$ cat src/design/ffha_pkg.sv
`default_nettype none
package ffha_pkg;

	localparam int OFF_W = 17;

	localparam int ALIGN_BYTES = 8;

	localparam logic [1:0] REG_HEAP_LIMIT = 2'd0;

	localparam logic OP_ALLOC = 1'b0;
	localparam logic OP_FREE  = 1'b1;

	localparam logic [1:0] ST_OK    = 2'd0;
	localparam logic [1:0] ST_ZERO  = 2'd1;
	localparam logic [1:0] ST_OOM   = 2'd2;
	localparam logic [1:0] ST_DFREE = 2'd3;

	localparam logic [16:0] HEAP_LIMIT_RST = 17'd65536;

	typedef struct packed {
		logic        opcode;
		logic [16:0] request_bytes;
		logic [15:0] release_addr;
	} req_t;

	typedef struct packed {
		logic [15:0] payload_addr;
		logic [1:0]  status;
	} rsp_t;

	typedef struct packed {
		logic [OFF_W-1:0] size;
		logic [OFF_W-1:0] prev;
		logic             free;
		logic             start;
		logic             hasprev;
	} entry_t;

	localparam int ENTRY_W = $bits(entry_t);

endpackage
`default_nettype wire

$ cat src/design/ffha_ctrl.sv
`default_nettype none
module ffha_ctrl
	import ffha_pkg::*;
#(
	parameter int HEAP_BYTES   = 65536,
	parameter int HEADER_BYTES = 32,
	localparam int SPAN  = (HEAP_BYTES < 65536) ? HEAP_BYTES : 65536,
	localparam int DEPTH = SPAN / ALIGN_BYTES,
	localparam int AW    = $clog2(DEPTH)
) (
	input  wire logic          clk,
	input  wire logic          arst_n,
	input  wire logic [16:0]   heap_limit,
	input  wire logic          in_valid,
	output logic               in_ready,
	input  wire req_t          in_data,
	output logic               out_valid,
	input  wire logic          out_ready,
	output rsp_t               out_data,
	output logic               ram_we,
	output logic [AW-1:0]      ram_addr,
	output logic [ENTRY_W-1:0] ram_wdata,
	input  wire logic [ENTRY_W-1:0] ram_rdata
);

	localparam int ALB = $clog2(ALIGN_BYTES);
	localparam int SW  = OFF_W + 2;
	localparam int HDR = ((HEADER_BYTES + ALIGN_BYTES - 1) / ALIGN_BYTES) * ALIGN_BYTES;
	localparam logic [SW-1:0] HDR_W   = SW'(HDR);
	localparam logic [SW-1:0] SPLIT_W = SW'(HDR + ALIGN_BYTES);
	localparam logic [SW-1:0] SPAN_W  = SW'(SPAN);

	typedef enum logic [3:0] {
		S_IDLE, S_WALK_RD, S_WALK_CHK, S_SPLIT, S_APPEND, S_FIX_RD, S_FIX_WR,
		S_FINAL_WR, S_FREE_RD, S_FREE_CHK, S_PREV_RD, S_PREV_CHK, S_NEXT_RD,
		S_NEXT_CHK
	} state_t;

	state_t           state_q, ret_q;
	logic [OFF_W-1:0] need_q, cur_q, last_q, top_q, aux_q, fix_addr_q, fix_val_q;
	logic [15:0]      res_addr_q;
	entry_t           ent_q;
	logic             out_valid_q;
	rsp_t             out_q;

	entry_t           rd_e, wr_e;
	logic [SW-1:0]    limit_w, need_w, rel_w, cur_end, split_rest, sum_a;

	function automatic logic [AW-1:0] slot(input logic [OFF_W-1:0] off);
		slot = off[ALB +: AW];
	endfunction

	assign rd_e       = entry_t'(ram_rdata);
	assign ram_wdata  = ENTRY_W'(wr_e);
	assign in_ready   = (state_q == S_IDLE) && !out_valid_q;
	assign out_valid  = out_valid_q;
	assign out_data   = out_q;
	assign limit_w    = (SW'(heap_limit) < SPAN_W) ? SW'(heap_limit) : SPAN_W;
	assign need_w     = (SW'(in_data.request_bytes) + SW'(ALIGN_BYTES - 1)) &
	                    ~SW'(ALIGN_BYTES - 1);
	assign rel_w      = SW'(in_data.release_addr);
	assign cur_end    = SW'(cur_q) + HDR_W + SW'(ent_q.size);
	assign split_rest = SW'(rd_e.size) - SW'(need_q);
	assign sum_a      = SW'(top_q) + HDR_W + SW'(need_q);

	always_comb begin
		ram_we   = 1'b0;
		ram_addr = slot(cur_q);
		wr_e     = ent_q;
		case (state_q)
			S_WALK_RD, S_FREE_RD: ram_addr = slot(cur_q);
			S_SPLIT: begin
				ram_we       = 1'b1;
				ram_addr     = slot(OFF_W'(SW'(cur_q) + HDR_W + SW'(need_q)));
				wr_e.size    = OFF_W'(SW'(ent_q.size) - SW'(need_q) - HDR_W);
				wr_e.prev    = cur_q;
				wr_e.free    = 1'b1;
				wr_e.start   = 1'b1;
				wr_e.hasprev = 1'b1;
			end
			S_APPEND: begin
				ram_we       = (sum_a <= limit_w);
				ram_addr     = slot(top_q);
				wr_e.size    = need_q;
				wr_e.prev    = last_q;
				wr_e.free    = 1'b0;
				wr_e.start   = 1'b1;
				wr_e.hasprev = (top_q != '0);
			end
			S_FIX_RD: ram_addr = slot(fix_addr_q);
			S_FIX_WR: begin
				ram_we    = 1'b1;
				ram_addr  = slot(fix_addr_q);
				wr_e      = rd_e;
				wr_e.prev = fix_val_q;
			end
			S_FINAL_WR: ram_we = 1'b1;
			S_PREV_RD: ram_addr = slot(ent_q.prev);
			S_PREV_CHK: begin
				ram_we = rd_e.free;
				wr_e   = '0;
			end
			S_NEXT_RD: ram_addr = slot(OFF_W'(cur_end));
			S_NEXT_CHK: begin
				ram_we   = rd_e.free;
				ram_addr = slot(aux_q);
				wr_e     = '0;
			end
			default: ;
		endcase
	end

	always_ff @(posedge clk or negedge arst_n) begin
		if (!arst_n) begin
			state_q     <= S_IDLE;
			ret_q       <= S_IDLE;
			top_q       <= '0;
			out_valid_q <= 1'b0;
		end else begin
			if (out_valid_q && out_ready) begin
				out_valid_q <= 1'b0;
			end
			case (state_q)
				S_IDLE: begin
					if (in_valid && in_ready) begin
						if (in_data.opcode == OP_ALLOC) begin
							need_q     <= OFF_W'(need_w);
							cur_q      <= '0;
							last_q     <= '0;
							if (in_data.request_bytes == '0) begin
								out_valid_q <= 1'b1;
								out_q       <= '{payload_addr: '0, status: ST_ZERO};
							end else if (need_w > SPAN_W) begin
								out_valid_q <= 1'b1;
								out_q       <= '{payload_addr: '0, status: ST_OOM};
							end else begin
								state_q <= S_WALK_RD;
							end
						end else begin
							res_addr_q <= '0;
							cur_q      <= OFF_W'(rel_w - HDR_W);
							if (rel_w == '0) begin
								out_valid_q <= 1'b1;
								out_q       <= '{payload_addr: '0, status: ST_OK};
							end else if (rel_w < HDR_W ||
							             in_data.release_addr[ALB-1:0] != '0 ||
							             rel_w - HDR_W >= SW'(top_q)) begin
								out_valid_q <= 1'b1;
								out_q       <= '{payload_addr: '0, status: ST_DFREE};
							end else begin
								state_q <= S_FREE_RD;
							end
						end
					end
				end
				S_WALK_RD: begin
					state_q <= (cur_q < top_q) ? S_WALK_CHK : S_APPEND;
				end
				S_WALK_CHK: begin
					if (rd_e.free && rd_e.size >= need_q) begin
						ent_q      <= '{size: rd_e.size, prev: rd_e.prev, free: 1'b0,
						                start: rd_e.start, hasprev: rd_e.hasprev};
						res_addr_q <= 16'(SW'(cur_q) + HDR_W);
						state_q    <= (split_rest >= SPLIT_W) ? S_SPLIT : S_FINAL_WR;
					end else begin
						last_q  <= cur_q;
						cur_q   <= OFF_W'(SW'(cur_q) + HDR_W + SW'(rd_e.size));
						state_q <= S_WALK_RD;
					end
				end
				S_SPLIT: begin
					ent_q.size <= need_q;
					fix_addr_q <= OFF_W'(cur_end);
					fix_val_q  <= OFF_W'(SW'(cur_q) + HDR_W + SW'(need_q));
					ret_q      <= S_FINAL_WR;
					state_q    <= (cur_end < SW'(top_q)) ? S_FIX_RD : S_FINAL_WR;
				end
				S_APPEND: begin
					out_valid_q <= 1'b1;
					if (sum_a > limit_w) begin
						out_q <= '{payload_addr: '0, status: ST_OOM};
					end else begin
						out_q <= '{payload_addr: 16'(SW'(top_q) + HDR_W), status: ST_OK};
						top_q <= OFF_W'(sum_a);
					end
					state_q <= S_IDLE;
				end
				S_FIX_RD: state_q <= S_FIX_WR;
				S_FIX_WR: state_q <= ret_q;
				S_FINAL_WR: begin
					out_valid_q <= 1'b1;
					out_q       <= '{payload_addr: res_addr_q, status: ST_OK};
					state_q     <= S_IDLE;
				end
				S_FREE_RD: state_q <= S_FREE_CHK;
				S_FREE_CHK: begin
					if (!rd_e.start || rd_e.free) begin
						out_valid_q <= 1'b1;
						out_q       <= '{payload_addr: '0, status: ST_DFREE};
						state_q     <= S_IDLE;
					end else begin
						ent_q   <= '{size: rd_e.size, prev: rd_e.prev, free: 1'b1,
						             start: rd_e.start, hasprev: rd_e.hasprev};
						state_q <= rd_e.hasprev ? S_PREV_RD : S_NEXT_RD;
					end
				end
				S_PREV_RD: state_q <= S_PREV_CHK;
				S_PREV_CHK: begin
					if (rd_e.free) begin
						ent_q      <= '{size: OFF_W'(SW'(rd_e.size) + HDR_W + SW'(ent_q.size)),
						                prev: rd_e.prev, free: rd_e.free,
						                start: rd_e.start, hasprev: rd_e.hasprev};
						cur_q      <= ent_q.prev;
						fix_addr_q <= OFF_W'(cur_end);
						fix_val_q  <= ent_q.prev;
						ret_q      <= S_NEXT_RD;
						state_q    <= (cur_end < SW'(top_q)) ? S_FIX_RD : S_NEXT_RD;
					end else begin
						state_q <= S_NEXT_RD;
					end
				end
				S_NEXT_RD: begin
					aux_q   <= OFF_W'(cur_end);
					state_q <= (cur_end < SW'(top_q)) ? S_NEXT_CHK : S_FINAL_WR;
				end
				S_NEXT_CHK: begin
					if (rd_e.free) begin
						ent_q.size <= OFF_W'(SW'(ent_q.size) + HDR_W + SW'(rd_e.size));
						fix_addr_q <= OFF_W'(cur_end + HDR_W + SW'(rd_e.size));
						fix_val_q  <= cur_q;
						ret_q      <= S_FINAL_WR;
						state_q    <= (cur_end + HDR_W + SW'(rd_e.size) < SW'(top_q)) ?
						              S_FIX_RD : S_FINAL_WR;
					end else begin
						state_q <= S_FINAL_WR;
					end
				end
				default: state_q <= S_IDLE;
			endcase
		end
	end

endmodule
`default_nettype wire

$ cat config.mk
export PLATFORM = sky130hd
export DESIGN_NAME = ffha_ctrl
export DESIGN_NICKNAME = d
export VERILOG_FILES = /design/src/design/ffha_pkg.sv /design/src/design/ffha_ctrl.sv
export SDC_FILE = /design/constraint.sdc
export NUM_CORES = 1
export LEC_CHECK = 0
export BUFFER_PORTS_ARGS = -buffer_cell sky130_fd_sc_hd__buf_2
export CAP_MARGIN = 30
export CORE_MARGIN = 1.5
export CORE_UTILIZATION = 25
export CTS_CLUSTER_SIZE = 8
export DETAILED_ROUTE_END_ITERATION = 12
export HOLD_SLACK_MARGIN = 0.15
export PLACE_DENSITY = 0.45
export RECOVER_POWER = 25
export SLEW_MARGIN = 20
export SYNTH_ARGS = -nofsm -noshare
export SYNTH_HDL_FRONTEND = slang
export SYNTH_SLANG_ARGS = --single-unit
$ cat constraint.sdc
create_clock -name clk -period 12.9 [get_ports clk]
set_input_delay 3.87 -clock clk [delete_from_list [all_inputs] [get_ports clk]]
set_output_delay 3.87 -clock clk [all_outputs]
set_load 0.1 [all_outputs]
==> impl_metrics.csv <==
group,metric,value,unit
detailed_routing,post_drt_wl_per_cell,23.4,um
place,gp_congestion,0.903,
timing,clock_skew,19.6,ps
timing,worst_pin_slew,1840,ps
synth,synth_cell_types,73,
synth,syn_nets,2235,
detailed_routing,drtIter0Drc,1729,
power,power_density,256,mW/mm^2
floorplan,die_width,265,um
timing,setup_viol,0,
cells_and_area,diodes,0,
power,swShare,0.557,
clock_tree,clk_pin_slew,80,ps
floorplan,core_area,0.0675,mm^2
detailed_routing,drc,0,
timing,hold_viol,0,
clock_tree,htreeDepth,4,
detailed_routing,vias_per_cell,5.29,
synth,seq_area_frac_synth,0.316,
timing,setup_slack,1990,ps
synth,synth_top_area_frac,0.284,
clock_tree,cts_tree,"yes",
floorplan,start_util,0.254,
power,p_switching,2.82,mW
floorplan,row_count,95,
timing,tns,0,ps
clock_tree,cts_max_path_buffers,2,
power,p_total,5.06,mW
synth,yosysWarnings,0,
synth,synth_largest_area_cell,"edfxtp_1",
synth,netlist_area,0.0171,mm^2
synth,syn_area_per_cell,9.02,um^2
clock_tree,post-cts-setup-buffers,0,
setup_path,worst_ep_required_time,9030,ps
outcome,violations,"capacitance limit, slew limit",
timing,max_clock_freq,0.0916,GHz
setup_path,rr_endpoint,"state_q[1]$_DFFE_PN0P_",
flow_run,drv_cap,3,
place,pre_cts_ws,2000,ps
clock_tree,cts.sinks,184,
setup_path,crit_path_end_kind,"primary output",
power,ir_drop,0.118,mV
timing,final-max-slew-violation-count,82,
synth,ys_seq_elements,184,
detailed_routing,ant_nets,0,
timing,period_share,0.846,
global_routing,gr-total-overflow,0,
cells_and_area,area_delta_synth_final,15.5,%
synth,synth_area_leaders,"edfxtp_1 28%, ha_1 17%, xnor2_1 4.7%",
power,power.internal,2.24,mW
global_routing,grt_max_degree,47,
timing,max_slew_margin,-0.227,
synth,synth_edf_count,162,
place,dp_hpwl,54.9,mm
clock_tree,cts-buffers-inserted,17,
setup_path,worstReg2RegStart,"cur_q[6]$_DFFE_PP_",
global_routing,grt_usage,0.195,
place,port_buffers,162,
detailed_routing,routed_wl,69.0,mm
power,seq_power_share,0.190,
detailed_routing,vias,15600,
cells_and_area,drive_above_1_share,0.124,
setup_path,crit_start,"heap_limit[16]",
timing,rsz0062_at_grt,"no",
synth,synthTopCellsByCount,"238 x ha_1, 210 x nand2_1, 162 x edfxtp_1",
cells_and_area,utilization,0.293,
clock_tree,holdBufCountCts,0,
setup_path,reg2reg_slack,5880,ps
synth,synthCells,1899,
synth,synthFlopType,"edfxtp_1",
clock_tree,ctsResizeCount,0,
setup_path,critPathCapture,"ram_we",
setup_path,arrival,7040,ps
floorplan,io_pins,163,
setup_path,r2r_cells,24,
outcome,status,"finished with violations",
synth,synth.most_common_cell,"ha_1",
clock_tree,clock_latency,480,ps
floorplan,die_area,0.0701,mm^2
synth,async_reset_ff_frac,0.120,
global_routing,grt_pass1_vias,15300,
power,p_clk_frac,0.121,
clock_tree,cts_root_buf,"clkbuf_16",
cells_and_area,nets,2395,
setup_path,cp-start-kind,"input pin",
detailed_routing,dr.pass1.iters,7,
timing,period_needed,10910,ps
floorplan,die_h,265,um
global_routing,antenna_found_initial,2,
global_routing,grt_pass1_wl,101,mm
power,power_frac_comb,0.689,
hold_path,hold_class,"reg2reg",
power,leakage,8.37,nW
setup_path,critical_path_class,"in2out",
setup_path,cp_max_fo,14,
critical path, stage by stage:
cell,delay [ps]
buf_2,110
inv_1,320
nand2_1,110
ha_1,320
a21o_1,160
a21oi_1,130
nor2b_1,60
o311ai_0,400
a211oi_1,130
o32a_1,300
or3_4,380
o311ai_1,260
buf_2,480
sequential cells by signal, summed over array words and instances (netlist names):
register and count:
cur_q 17, ret_q 3, last_q 17, res_addr_q 16
aux_q 13, need_q 14, top_q 14, out_data 18
out_valid 1, fix_addr_q 13, fix_val_q 17, state_q 4
ent_q 37
layout by cell type (no fill, tap or decap), drive strengths merged, types with 51 or more instances in the layout:
| cell | n |
|---|---|
| edfxtp | 162 |
| nor3 | 51 |
| nand2 | 210 |
| a21oi | 110 |
| o21ai | 94 |
| buf | 187 |
| ha | 238 |
| nor2 | 131 |
| xnor2 | 91 |
| inv | 140 |
cell families (layout without fill, tap and decap cells):
logic type / Yosys count / count (layout) / synth area share
buffers and inverters: 199 / 372 / 0.0443
XOR/XNOR: 135 / 135 / 0.0690
flip-flops: 184 / 184 / 0.316
AO/OA/AOI/OAI: 527 / 527 / 0.214
AND/OR/NAND/NOR: 587 / 587 / 0.161
multiplexers: 23 / 23 / 0.0148
adder cells (fa/ha/maj): 244 / 244 / 0.181
per-stage QoR:
| stage | area [um^2] | instances | hold slack (ps) |
|---|---|---|---|
| 2_1_floorplan | 17100 | 1899 | 425 |
| 3_3_place_gp | 19100 | 2908 | 459 |
| 3_5_place_dp | 19200 | 2912 | 471 |
| 4_1_cts | 19800 | 2944 | 498 |
| 5_1_grt | 19800 | 2945 | 508 |
| 6_report | 19800 | 2945 | 497 |
per-layer routing:
layer	global-route usage	wire (um)	vias to the layer above
li1	-	-	7456
met1	0.264	31500	7589
met2	0.323	32300	483
met3	0.0245	3680	61
met4	0.0544	1470	2
met5	0	13	-
how the worst min path moves through the flow:
stage / startpoint / to / slack (ps) / depth (start not counted)
6_report: top_q[16]$_DFFE_PN0P_ / top_q[16]$_DFFE_PN0P_ / 500 / 1
5_1_grt: ret_q[2]$_DFFE_PN0P_ / ret_q[2]$_DFFE_PN0P_ / 510 / 1
4_1_cts: top_q[16]$_DFFE_PN0P_ / top_q[16]$_DFFE_PN0P_ / 500 / 1
3_5_place_dp: ret_q[3]$_DFFE_PN0P_ / ret_q[3]$_DFFE_PN0P_ / 470 / 1
3_3_place_gp: ret_q[2]$_DFFE_PN0P_ / ret_q[2]$_DFFE_PN0P_ / 460 / 1
2_1_floorplan: ret_q[2]$_DFFE_PN0P_ / ret_q[2]$_DFFE_PN0P_ / 430 / 1
power by group through the flow:
stage               combinational (mW)  sequential [mW]  clock [mW]
floorplan                         2.51            0.982           0
global placement                  3.46            0.967           0
detailed placement                3.48            0.969           0
CTS                               3.50            0.957       0.623
global route                      3.79            0.968       0.643
finish                            3.48            0.960       0.612
final cells by class:
| type | count | area, um^2 |
|---|---|---|
| Fill cell | 7161 | 47700 |
| Multi-Input combinational cell | 1516 | 11000 |
| Sequential cell | 184 | 5420 |
| Timing Repair Buffer | 203 | 1090 |
| Tap cell | 873 | 1090 |
| Inverter | 137 | 514 |
| Clock buffer | 19 | 433 |
| Clock inverter | 13 | 214 |
Note: power is estimated with default switching activity, not from simulation.
